File: src/saabb_pkg.sv
// Shared types and default constants for the swept box time-of-impact block.
// Used by saabb_alu and swept_aabb_time_of_impact; depends on nothing else.
package saabb_pkg;

  localparam int DEF_COORD_WIDTH = 32;
  localparam int DEF_FRAC_BITS   = 16;
  localparam int DEF_AXES        = 3;

  // Sequencer states of the top level.
  typedef enum logic [3:0] {
    S_IDLE,
    S_PREP1,
    S_PREP2,
    S_PREP3,
    S_DIV,
    S_RECIP,
    S_MUL,
    S_PROD,
    S_MERGE,
    S_AXIS_END,
    S_FINISH
  } saabb_state_t;

  // Operations of the shared add/subtract step unit.
  typedef enum logic [1:0] {
    ALU_HOLD,
    ALU_LOAD,
    ALU_DIV,
    ALU_MUL
  } saabb_op_t;

  typedef struct packed {
    saabb_op_t op;
    logic      bit_in;
  } saabb_ctrl_t;

endpackage

File: src/saabb_alu.sv
// Shared step unit: one restoring-division step or one shift-add multiply step per cycle.
// Depends on saabb_pkg for the operation codes and the control struct.
module saabb_alu #(
  parameter int CW = 32,
  parameter int LW = 33
) (
  input  logic               clk,
  input  saabb_pkg::saabb_ctrl_t ctrl,
  input  logic [CW-2:0]      opnd,
  input  logic [LW-1:0]      load_value,
  output logic [CW-1:0]      hi,
  output logic [LW-1:0]      lo
);
  import saabb_pkg::*;

  logic [CW-1:0] hi_next;
  logic [LW-1:0] lo_next;
  logic [CW-1:0] trial;
  logic [CW:0]   diff;
  logic [CW-1:0] sum;

  always_comb begin
    trial   = {hi[CW-2:0], ctrl.bit_in};
    diff    = {1'b0, trial} - {2'b00, opnd};
    sum     = hi + (lo[0] ? {1'b0, opnd} : '0);
    hi_next = hi;
    lo_next = lo;
    unique case (ctrl.op)
      ALU_HOLD: begin
        hi_next = hi;
        lo_next = lo;
      end
      ALU_LOAD: begin
        hi_next = '0;
        lo_next = load_value;
      end
      ALU_DIV: begin
        // The remainder lives in hi, quotient bits shift into lo.
        if (!diff[CW]) begin
          hi_next = diff[CW-1:0];
          lo_next = {lo[LW-2:0], 1'b1};
        end else begin
          hi_next = trial;
          lo_next = {lo[LW-2:0], 1'b0};
        end
      end
      ALU_MUL: begin
        // Multiplier bits leave lo at the bottom, product bits enter at the top.
        hi_next = {1'b0, sum[CW-1:1]};
        lo_next = {sum[0], lo[LW-1:1]};
      end
      default: begin
        hi_next = hi;
        lo_next = lo;
      end
    endcase
  end

  always_ff @(posedge clk) begin
    hi <= hi_next;
    lo <= lo_next;
  end

endmodule

File: src/swept_aabb_time_of_impact.sv
// Top level of the swept box-versus-box time-of-impact block (slab test).
// Depends on saabb_pkg and instantiates the shared step unit saabb_alu.
//
// Usage: each input word carries one axis of both boxes (corner, extent and
// motion over the frame, signed fixed point) and a last_axis mark. A query is
// up to AXES words; the word marked last, or the AXES-th word, ends it and
// produces exactly one result word with collided and impact_time.
// Both channels use valid/ready. in_ready is high only while the sequencer is
// idle, so one axis word is processed at a time.
// Sequence: an axis with zero relative velocity passes through the prep states
// and the axis-end state before in_ready returns. A moving axis runs a
// 2*FRAC_BITS+1 step reciprocal and two COORD_WIDTH-1 step multiplies through
// the one shared step unit. The word that ends a query also passes through the
// finish state, in which the result register is loaded.
// The result register holds its word until out_ready; while it waits the block
// still takes and processes the axes of the next query, and only stops before
// its own result if the previous one has not been taken yet.
// Reset clears the sequencer, the result valid flag and the running entry and
// exit times and flags; no clearing pass is needed.
module swept_aabb_time_of_impact #(
  parameter int COORD_WIDTH = saabb_pkg::DEF_COORD_WIDTH,
  parameter int FRAC_BITS   = saabb_pkg::DEF_FRAC_BITS,
  parameter int AXES        = saabb_pkg::DEF_AXES
) (
  input  logic                          clk,
  input  logic                          rst,
  input  logic                          in_valid,
  output logic                          in_ready,
  input  logic signed [COORD_WIDTH-1:0] a_position,
  input  logic        [COORD_WIDTH-2:0] a_size,
  input  logic signed [COORD_WIDTH-1:0] a_velocity,
  input  logic signed [COORD_WIDTH-1:0] b_position,
  input  logic        [COORD_WIDTH-2:0] b_size,
  input  logic signed [COORD_WIDTH-1:0] b_velocity,
  input  logic                          last_axis,
  output logic                          out_valid,
  input  logic                          out_ready,
  output logic                          collided,
  output logic        [FRAC_BITS:0]     impact_time
);
  import saabb_pkg::*;

  localparam int CW = COORD_WIDTH;
  localparam int F  = FRAC_BITS;
  localparam int QW = 2 * F + 1;                       // reciprocal quotient bits
  localparam int LW = (QW > CW - 1) ? QW : CW - 1;     // low word of the step unit
  localparam int PW = 2 * CW - 2;                      // full product width
  localparam int SW = $clog2(LW);                      // step counter width
  localparam int AW = $clog2(AXES + 1);
  localparam int TW = ((CW > F + 1) ? CW : F + 1) + 1; // width for the 1.0 compare

  localparam logic        [CW-2:0] LIM_M  = {(CW-1){1'b1}};
  localparam logic signed [CW-1:0] LIM_S  = {1'b0, {(CW-1){1'b1}}};
  localparam logic signed [CW-1:0] NLIM_S = -LIM_S;
  localparam logic signed [CW:0]   LIM_W  = {2'b00, {(CW-1){1'b1}}};
  localparam logic signed [CW:0]   NLIM_W = -LIM_W;
  localparam logic signed [TW-1:0] ONE_W  = {{(TW-1){1'b0}}, 1'b1} << F;

  // Symmetric saturation of a one-bit-grown sum back to the coordinate range.
  function automatic logic signed [CW-1:0] sat_w(input logic signed [CW:0] x);
    logic signed [CW-1:0] r;
    if (x > LIM_W) r = LIM_S;
    else if (x < NLIM_W) r = NLIM_S;
    else r = x[CW-1:0];
    return r;
  endfunction

  function automatic logic signed [CW:0] wide_s(input logic signed [CW-1:0] v);
    return (CW+1)'(v);
  endfunction

  function automatic logic signed [CW:0] wide_u(input logic [CW-2:0] v);
    return {2'b00, v};
  endfunction

  // Magnitude of a value already saturated to [-LIM, LIM].
  function automatic logic [CW-2:0] mag_of(input logic signed [CW-1:0] v);
    logic signed [CW-1:0] n;
    n = -v;
    return v[CW-1] ? n[CW-2:0] : v[CW-2:0];
  endfunction

  saabb_state_t state, state_next;

  // Latched axis word.
  logic signed [CW-1:0] pos_a, vel_a, pos_b, vel_b;
  logic        [CW-2:0] size_a, size_b;
  logic                 last_r;

  // Per-axis intermediate values.
  logic signed [CW-1:0] rel_vel, exp_pos, exp_size, far_edge, b_far, a_far;
  logic signed [CW-1:0] dist_near, dist_far;
  logic        [CW-2:0] rel_mag, inv_mag, mul_mag;
  logic                 inv_neg, mul_neg, mul_second;
  logic signed [CW-1:0] t_first, t_second;
  logic        [SW-1:0] step;

  // Running query state.
  logic signed [CW-1:0] entry_time, exit_time;
  logic                 axis_rejected, all_still, strict_overlap;
  logic        [AW-1:0] axis_count;

  // Shared step unit.
  saabb_ctrl_t   alu_ctrl;
  logic [CW-2:0] alu_opnd;
  logic [LW-1:0] alu_load;
  logic [CW-1:0] alu_hi;
  logic [LW-1:0] alu_lo;

  saabb_alu #(
    .CW(CW),
    .LW(LW)
  ) u_alu (
    .clk       (clk),
    .ctrl      (alu_ctrl),
    .opnd      (alu_opnd),
    .load_value(alu_load),
    .hi        (alu_hi),
    .lo        (alu_lo)
  );

  // Reciprocal result, clamped to the coordinate range.
  logic          q_sat;
  logic [CW-2:0] recip_mag;
  // Product shifted down by the fraction bits, clamped, then signed.
  logic [PW-1:0]        product, prod_shift;
  logic                 prod_sat;
  logic        [CW-2:0] prod_mag;
  logic signed [CW-1:0] prod_t;
  logic signed [CW-1:0] t_low, t_high;
  logic                 query_end, out_free, hit_moving;
  logic signed [TW-1:0] entry_ext;

  always_comb begin
    q_sat      = alu_lo > LW'(LIM_M);
    recip_mag  = q_sat ? LIM_M : alu_lo[CW-2:0];
    product    = {alu_hi[CW-2:0], alu_lo[LW-1 -: CW-1]};
    prod_shift = product >> F;
    prod_sat   = prod_shift > PW'(LIM_M);
    prod_mag   = prod_sat ? LIM_M : prod_shift[CW-2:0];
    prod_t     = mul_neg ? -$signed({1'b0, prod_mag}) : $signed({1'b0, prod_mag});
    t_low      = (t_first > t_second) ? t_second : t_first;
    t_high     = (t_first > t_second) ? t_first : t_second;
    query_end  = last_r || ((AW+1)'(axis_count) + 1'b1 >= (AW+1)'(AXES));
    out_free   = !out_valid || out_ready;
    entry_ext  = TW'(entry_time);
    hit_moving = !axis_rejected && (entry_time < exit_time) &&
                 !entry_time[CW-1] && (entry_ext <= ONE_W);
  end

  // Sequencer.
  always_ff @(posedge clk) begin
    if (rst) begin
      state <= S_IDLE;
    end else begin
      state <= state_next;
    end
  end

  always_comb begin
    state_next      = state;
    in_ready        = 1'b0;
    alu_ctrl.op     = ALU_HOLD;
    alu_ctrl.bit_in = 1'b0;
    alu_opnd        = mul_mag;
    alu_load        = '0;
    unique case (state)
      S_IDLE: begin
        in_ready = 1'b1;
        if (in_valid) state_next = S_PREP1;
      end
      S_PREP1: state_next = S_PREP2;
      S_PREP2: state_next = S_PREP3;
      S_PREP3: begin
        if (rel_vel == '0) begin
          state_next = S_AXIS_END;
        end else begin
          alu_ctrl.op = ALU_LOAD;
          state_next  = S_DIV;
        end
      end
      S_DIV: begin
        // The dividend is a single one at bit 2*F, fed in on the first step.
        alu_ctrl.op     = ALU_DIV;
        alu_ctrl.bit_in = (step == '0);
        alu_opnd        = rel_mag;
        if (step == SW'(QW - 1)) state_next = S_RECIP;
      end
      S_RECIP: begin
        alu_ctrl.op = ALU_LOAD;
        alu_load    = LW'(recip_mag);
        state_next  = S_MUL;
      end
      S_MUL: begin
        alu_ctrl.op = ALU_MUL;
        if (step == SW'(CW - 2)) state_next = S_PROD;
      end
      S_PROD: begin
        if (!mul_second) begin
          alu_ctrl.op = ALU_LOAD;
          alu_load    = LW'(inv_mag);
          state_next  = S_MUL;
        end else begin
          state_next = S_MERGE;
        end
      end
      S_MERGE:    state_next = S_AXIS_END;
      S_AXIS_END: state_next = query_end ? S_FINISH : S_IDLE;
      S_FINISH: begin
        if (out_free) state_next = S_IDLE;
      end
      default: state_next = S_IDLE;
    endcase
  end

  // Datapath registers, no reset needed.
  always_ff @(posedge clk) begin
    unique case (state)
      S_IDLE: begin
        pos_a  <= a_position;
        size_a <= a_size;
        vel_a  <= a_velocity;
        pos_b  <= b_position;
        size_b <= b_size;
        vel_b  <= b_velocity;
        last_r <= last_axis;
      end
      S_PREP1: begin
        // B is widened by A's extent so A shrinks to its minimum corner.
        rel_vel  <= sat_w(wide_s(vel_a) - wide_s(vel_b));
        exp_pos  <= sat_w(wide_s(pos_b) - wide_u(size_a));
        exp_size <= sat_w(wide_u(size_b) + wide_u(size_a));
        b_far    <= sat_w(wide_s(pos_b) + wide_u(size_b));
        a_far    <= sat_w(wide_s(pos_a) + wide_u(size_a));
      end
      S_PREP2: begin
        far_edge <= sat_w(wide_s(exp_pos) + wide_s(exp_size));
      end
      S_PREP3: begin
        dist_near <= sat_w(wide_s(exp_pos) - wide_s(pos_a));
        dist_far  <= sat_w(wide_s(far_edge) - wide_s(pos_a));
        rel_mag   <= mag_of(rel_vel);
        inv_neg   <= rel_vel[CW-1];
        step      <= '0;
      end
      S_DIV: begin
        step <= step + 1'b1;
      end
      S_RECIP: begin
        inv_mag    <= recip_mag;
        mul_mag    <= mag_of(dist_near);
        mul_neg    <= dist_near[CW-1] ^ inv_neg;
        mul_second <= 1'b0;
        step       <= '0;
      end
      S_MUL: begin
        step <= step + 1'b1;
      end
      S_PROD: begin
        if (!mul_second) begin
          t_first    <= prod_t;
          mul_mag    <= mag_of(dist_far);
          mul_neg    <= dist_far[CW-1] ^ inv_neg;
          mul_second <= 1'b1;
          step       <= '0;
        end else begin
          t_second <= prod_t;
        end
      end
      default: begin
      end
    endcase
  end

  // Running query state and the result register.
  always_ff @(posedge clk) begin
    if (rst) begin
      entry_time     <= NLIM_S;
      exit_time      <= LIM_S;
      axis_rejected  <= 1'b0;
      all_still      <= 1'b1;
      strict_overlap <= 1'b1;
      axis_count     <= '0;
      out_valid      <= 1'b0;
    end else begin
      if (state == S_FINISH && out_free) begin
        out_valid <= 1'b1;
      end else if (out_valid && out_ready) begin
        out_valid <= 1'b0;
      end
      unique case (state)
        S_PREP2: begin
          if (!(pos_a < b_far && a_far > pos_b)) strict_overlap <= 1'b0;
        end
        S_PREP3: begin
          // A still axis must already hold A's corner inside the widened slab.
          if (rel_vel == '0) begin
            if (pos_a < exp_pos || pos_a > far_edge) axis_rejected <= 1'b1;
          end else begin
            all_still <= 1'b0;
          end
        end
        S_MERGE: begin
          if (t_low > entry_time) entry_time <= t_low;
          if (t_high < exit_time) exit_time <= t_high;
        end
        S_AXIS_END: begin
          if (!query_end) axis_count <= axis_count + 1'b1;
        end
        S_FINISH: begin
          if (out_free) begin
            entry_time     <= NLIM_S;
            exit_time      <= LIM_S;
            axis_rejected  <= 1'b0;
            all_still      <= 1'b1;
            strict_overlap <= 1'b1;
            axis_count     <= '0;
          end
        end
        default: begin
        end
      endcase
    end
  end

  // Result payload; a query with no moving axis reports time zero.
  always_ff @(posedge clk) begin
    if (state == S_FINISH && out_free) begin
      collided    <= all_still ? strict_overlap : hit_moving;
      impact_time <= (!all_still && hit_moving) ? entry_ext[F:0] : '0;
    end
  end

  // A word is never taken twice in a row; processing always follows.
  a_one_word: assert property (@(posedge clk) disable iff (rst)
    in_valid && in_ready |=> !in_ready && state == S_PREP1)
    else $error("input taken while an axis is still in work");

  // Between queries the running flags are back at their reset values.
  a_clean_start: assert property (@(posedge clk) disable iff (rst)
    state == S_IDLE && axis_count == '0 |->
      all_still && strict_overlap && !axis_rejected &&
      entry_time == NLIM_S && exit_time == LIM_S)
    else $error("query state not cleared before a new query");

  // The axis counter never reaches the axis count.
  a_axis_bound: assert property (@(posedge clk) disable iff (rst)
    (AW+1)'(axis_count) < (AW+1)'(AXES))
    else $error("axis counter out of range");

  // A free result register is loaded on the cycle the query finishes.
  a_deliver: assert property (@(posedge clk) disable iff (rst)
    state == S_FINISH && out_free |=> out_valid && state == S_IDLE)
    else $error("finished query not delivered");

  // A reported time of impact always comes with a collision.
  a_time_hit: assert property (@(posedge clk) disable iff (rst)
    state == S_FINISH && out_free && (all_still || !hit_moving) |=>
      impact_time == '0)
    else $error("nonzero time without a collision");

endmodule

File: config.mk
export PLATFORM = sky130hd
export DESIGN_NAME = swept_aabb_time_of_impact
export DESIGN_NICKNAME = d
export VERILOG_FILES = /design/src/saabb_pkg.sv /design/src/saabb_alu.sv /design/src/swept_aabb_time_of_impact.sv
export SDC_FILE = /design/constraint.sdc
export NUM_CORES = 2
export LEC_CHECK = 0
export BUFFER_PORTS_ARGS = -buffer_cell sky130_fd_sc_hd__buf_4
export CAP_MARGIN = 20
export CORE_UTILIZATION = 44
export CTS_CLUSTER_SIZE = 14
export DETAILED_ROUTE_END_ITERATION = 8
export HOLD_SLACK_MARGIN = 0.15
export PLACE_DENSITY = 0.61
export SYNTH_ARGS = -nofsm -noshare
export SYNTH_HDL_FRONTEND = slang
export SYNTH_SLANG_ARGS = --single-unit
File: constraint.sdc
create_clock -name clk -period 21 [get_ports clk]
set_input_delay 3.15 -clock clk [delete_from_list [all_inputs] [get_ports clk]]
set_output_delay 3.15 -clock clk [all_outputs]
set_load 0.02 [all_outputs]
==> out/results.ini <==
[power_and_ir_drop]
powerDensity_mw_per_mm2 = 167
p_int_uw = 5620
power.switching_uw = 4650
clkPwrFrac_pct = 16.1
power_frac_seq_pct = 27.2
power_frac_comb_pct = 56.7
swShare_pct = 45.3
p_leak_uw = 0.0245
finalPower_uw = 10300
max-vdd-ir-drop_v = 0.000123

[global_route]
grtUsageTotal_pct = 24.5
grt_most_used_layer = met2
use_met2_pct = 42.1
gr-total-overflow = 0
use_met1_pct = 30.2
grt_max_degree = 161
grt_pass1_wl_mm = 242
antenna_found_initial = 2
grtUsageMet3_pct = 2.80
grt_pass1_vias = 42741

[logic_synthesis]
synth_top_area_share_pct = 38.0
synth_cell_types = 99
synthFlopType = edfxtp_1
synthSimpleGateAreaFrac_pct = 15.4
synthXorXnorAreaFrac_pct = 5.30
yosys.cell_count.top_type = edfxtp_1
synth-compound-area-share_pct = 19.2
synth_seq_area_share_pct = 40.7
ys_ff_latch = 770
synth_top_family_by_area = compound AO/OA/AOI/OAI gates
synth_area_mm2 = 0.0550
ys_top_cells_by_count = edfxtp_1, ha_1, nand2_1
synth_fa_ha_area_share_pct = 13.0
netlist_top_cells_area = edfxtp_1, ha_1, a21oi_1, nand2_1, xnor2_1
synth-edff-count = 696
syn_nets = 6408
synthArstFlopShare_pct = 0
synth.area.mux_share_pct = 2.50
postSynthAreaPerCell_um2 = 9.66
yosysWarningCount = 0
yosysTopAreaCell = edfxtp_1
synth_cells = 5689

[route]
drc = 10
via_count = 44334
via_per_inst = 5.87
wl_per_cell_um = 21.0
wl_mm = 159
dr.first_iter.drc_count = 3391
drt_first_pass_iters = 9
ant_nets = 0

[layout]
diodes = 0
n_fill_cell = 11342
nets = 6562
syn_to_final_growth_pct = 11.8
final-seq-area_mm2 = 0.0224
drive_gt1_share_pct = 9.51
multi_input_area_mm2 = 0.0306

[cts]
postCtsResizedCells = 0
numCtsBuffers = 92
clock_sinks = 770
clk_latency_ns = 0.71
cts_tree = built
post_cts_buffers = 0
path_clk_slew_ns = 0.06
htreeDepth = 3
ctsHoldBuffers = 0
ctsRootBufferMaster = clkbuf_16
clockBufferDepth = 3

[place]
gp_congestion = 0.938
dp_hpwl_mm = 124
dp_slack_ns = 14.36
port_buffers = 214

[sta]
setup_slack_ns = 14.30
final.setup.tns_ns = 0
skew_ns = 0.0267
hold_slack_ns = 0.477
hold_viol_final = 0
period_share_pct = 31.9
worstMarginPinSlew_ns = 1.19
rsz0062_at_grt = false
report.final.slew_viol_count = 0
max_slew_margin_pct = 18.7
fmax_mhz = 149
setup_viol = 0
fin_crit_ns = 6.70

[worst_setup_path]
worstPathMaxFanout = 69
worstPathArrival_ns = 7.29
end_kind = flop
r2r-start = t_first[25]
crit_start = t_first[25]
cp_data_required_time_ns = 21.59
cp-start-kind = flop
path_class = flop to flop

[hold_path]
hold_path_class = flop to flop
min_from = exit_time[31]

[floorplan]
die_h_um = 355
die_area_mm2 = 0.126
initial_core_util_pct = 44.4
rows = 129
coreArea_mm2 = 0.124
io_pins = 215
die_x_um = 355

[job]
cap_viol_max_count = 0

[status]
violations = design-rule violations
status = complete, but fails checks

-- metrics by stage --
stage	util, %	cell area, µm²	std cells
2_1_floorplan	-	55000	5689
5_1_grt	49.7	61500	7558
3_3_place_gp	47.1	58300	7383
4_1_cts	49.6	61500	7556
3_5_place_dp	47.1	58300	7384
6_report	49.7	61500	7558
-- kinds of logic (layout without fill, tap and decap cells) --
kind of cell,Yosys count,in the layout
AND/OR/NAND/NOR,1716,1716
AO/OA/AOI/OAI,1594,1594
flip-flops,770,770
adder cells (fa/ha/maj),573,573
buffers and inverters,572,804
XOR/XNOR,330,330
multiplexers,133,133
other,1,1
-- path summary, 6_finish.rpt --
kind | end | slack (ns) | depth (start not counted)
setup reg to reg | entry_time[3] | 14.30 | 21
setup / recovery | entry_time[3] | 14.30 | 21
hold / removal | exit_time[31] | 0.48 | 2
hold reg to reg | exit_time[31] | 0.48 | 2
-- sequential cells by signal, indices dropped and copies added (netlist names), 32 cells and up --
name	flops
pos_a	32
pos_b	32
vel_b	32
t_first	32
exp_pos	32
a_far	32
u_alu.hi	32
entry_time	32
exit_time	32
b_far	32
vel_a	32
rel_vel	32
t_second	32
exp_size	32
u_alu.lo	33
dist_near	32
dist_far	32
far_edge	32
-- layer usage --
| metal | routed length, µm | up-vias | part of all wire (%) |
|---|---|---|---|
| met3 | 6740 | 312 | 4.2 |
| met4 | 8970 | 2 | 5.7 |
| li1 | - | 21643 | - |
| met2 | 76400 | 1236 | 48 |
| met1 | 66500 | 21141 | 42 |
| met5 | 13 | - | 0.0082 |
-- power groups by stage --
stage | combinational [µW] | clock [µW] | sequential, µW
floorplan | 4250 | 0 | 2750
global placement | 5670 | 0 | 2820
detailed placement | 5730 | 0 | 2830
CTS | 5760 | 1690 | 2800
global route | 6400 | 1740 | 2840
finish | 5820 | 1650 | 2800
-- placed cells by master, fill, tap and decap left out, types with 34 or more instances in the layout --
master	instances
nor2_1	412
o21bai_1	34
maj3_1	49
dfxtp_1	74
o21ba_2	34
or3_1	77
nand3_1	90
nor4_1	46
a21o_1	155
clkbuf_16	94
o21a_1	55
buf_4	252
nor3_1	144
nand2_1	464
mux2_2	35
a21oi_1	433
and2_1	51
and3_1	41
nand2b_1	67
ha_1	514
a31oi_1	45
inv_1	372
xnor2_1	195
a211oi_1	55
o31ai_1	52
nand4_1	83
o211ai_1	53
xor2_1	132
nor2b_1	95
edfxtp_1	696
mux2i_1	97
o21ai_0	332
-- critical path: stages (launching register included) --
cell,delay [ns]
edfxtp_1,0.41
ha_1,0.34
a21o_1,0.19
a21o_1,0.18
a221oi_1,0.39
o211ai_1,0.13
a21oi_1,0.26
mux2i_4,0.73
buf_4,0.68
mux2_2,0.43
ha_1,0.30
a21o_1,0.18
a21o_1,0.17
a211o_1,0.28
a21o_1,0.17
a21o_1,0.17
a21oi_1,0.30
o21ai_0,0.25
a311oi_4,0.28
buf_4,0.39
nor3_1,0.10
o21ba_2,0.21
-- final cells by class --
type / count / area share, %
Timing Repair Buffer: 256 / 3.14
Clock inverter: 62 / 1.13
Inverter: 376 / 2.30
Multi-Input combinational cell: 4347 / 49.8
Tap cell: 1637 / 3.33
Clock buffer: 110 / 3.92
Sequential cell: 770 / 36.4
Note: power is estimated with default switching activity, not from simulation.
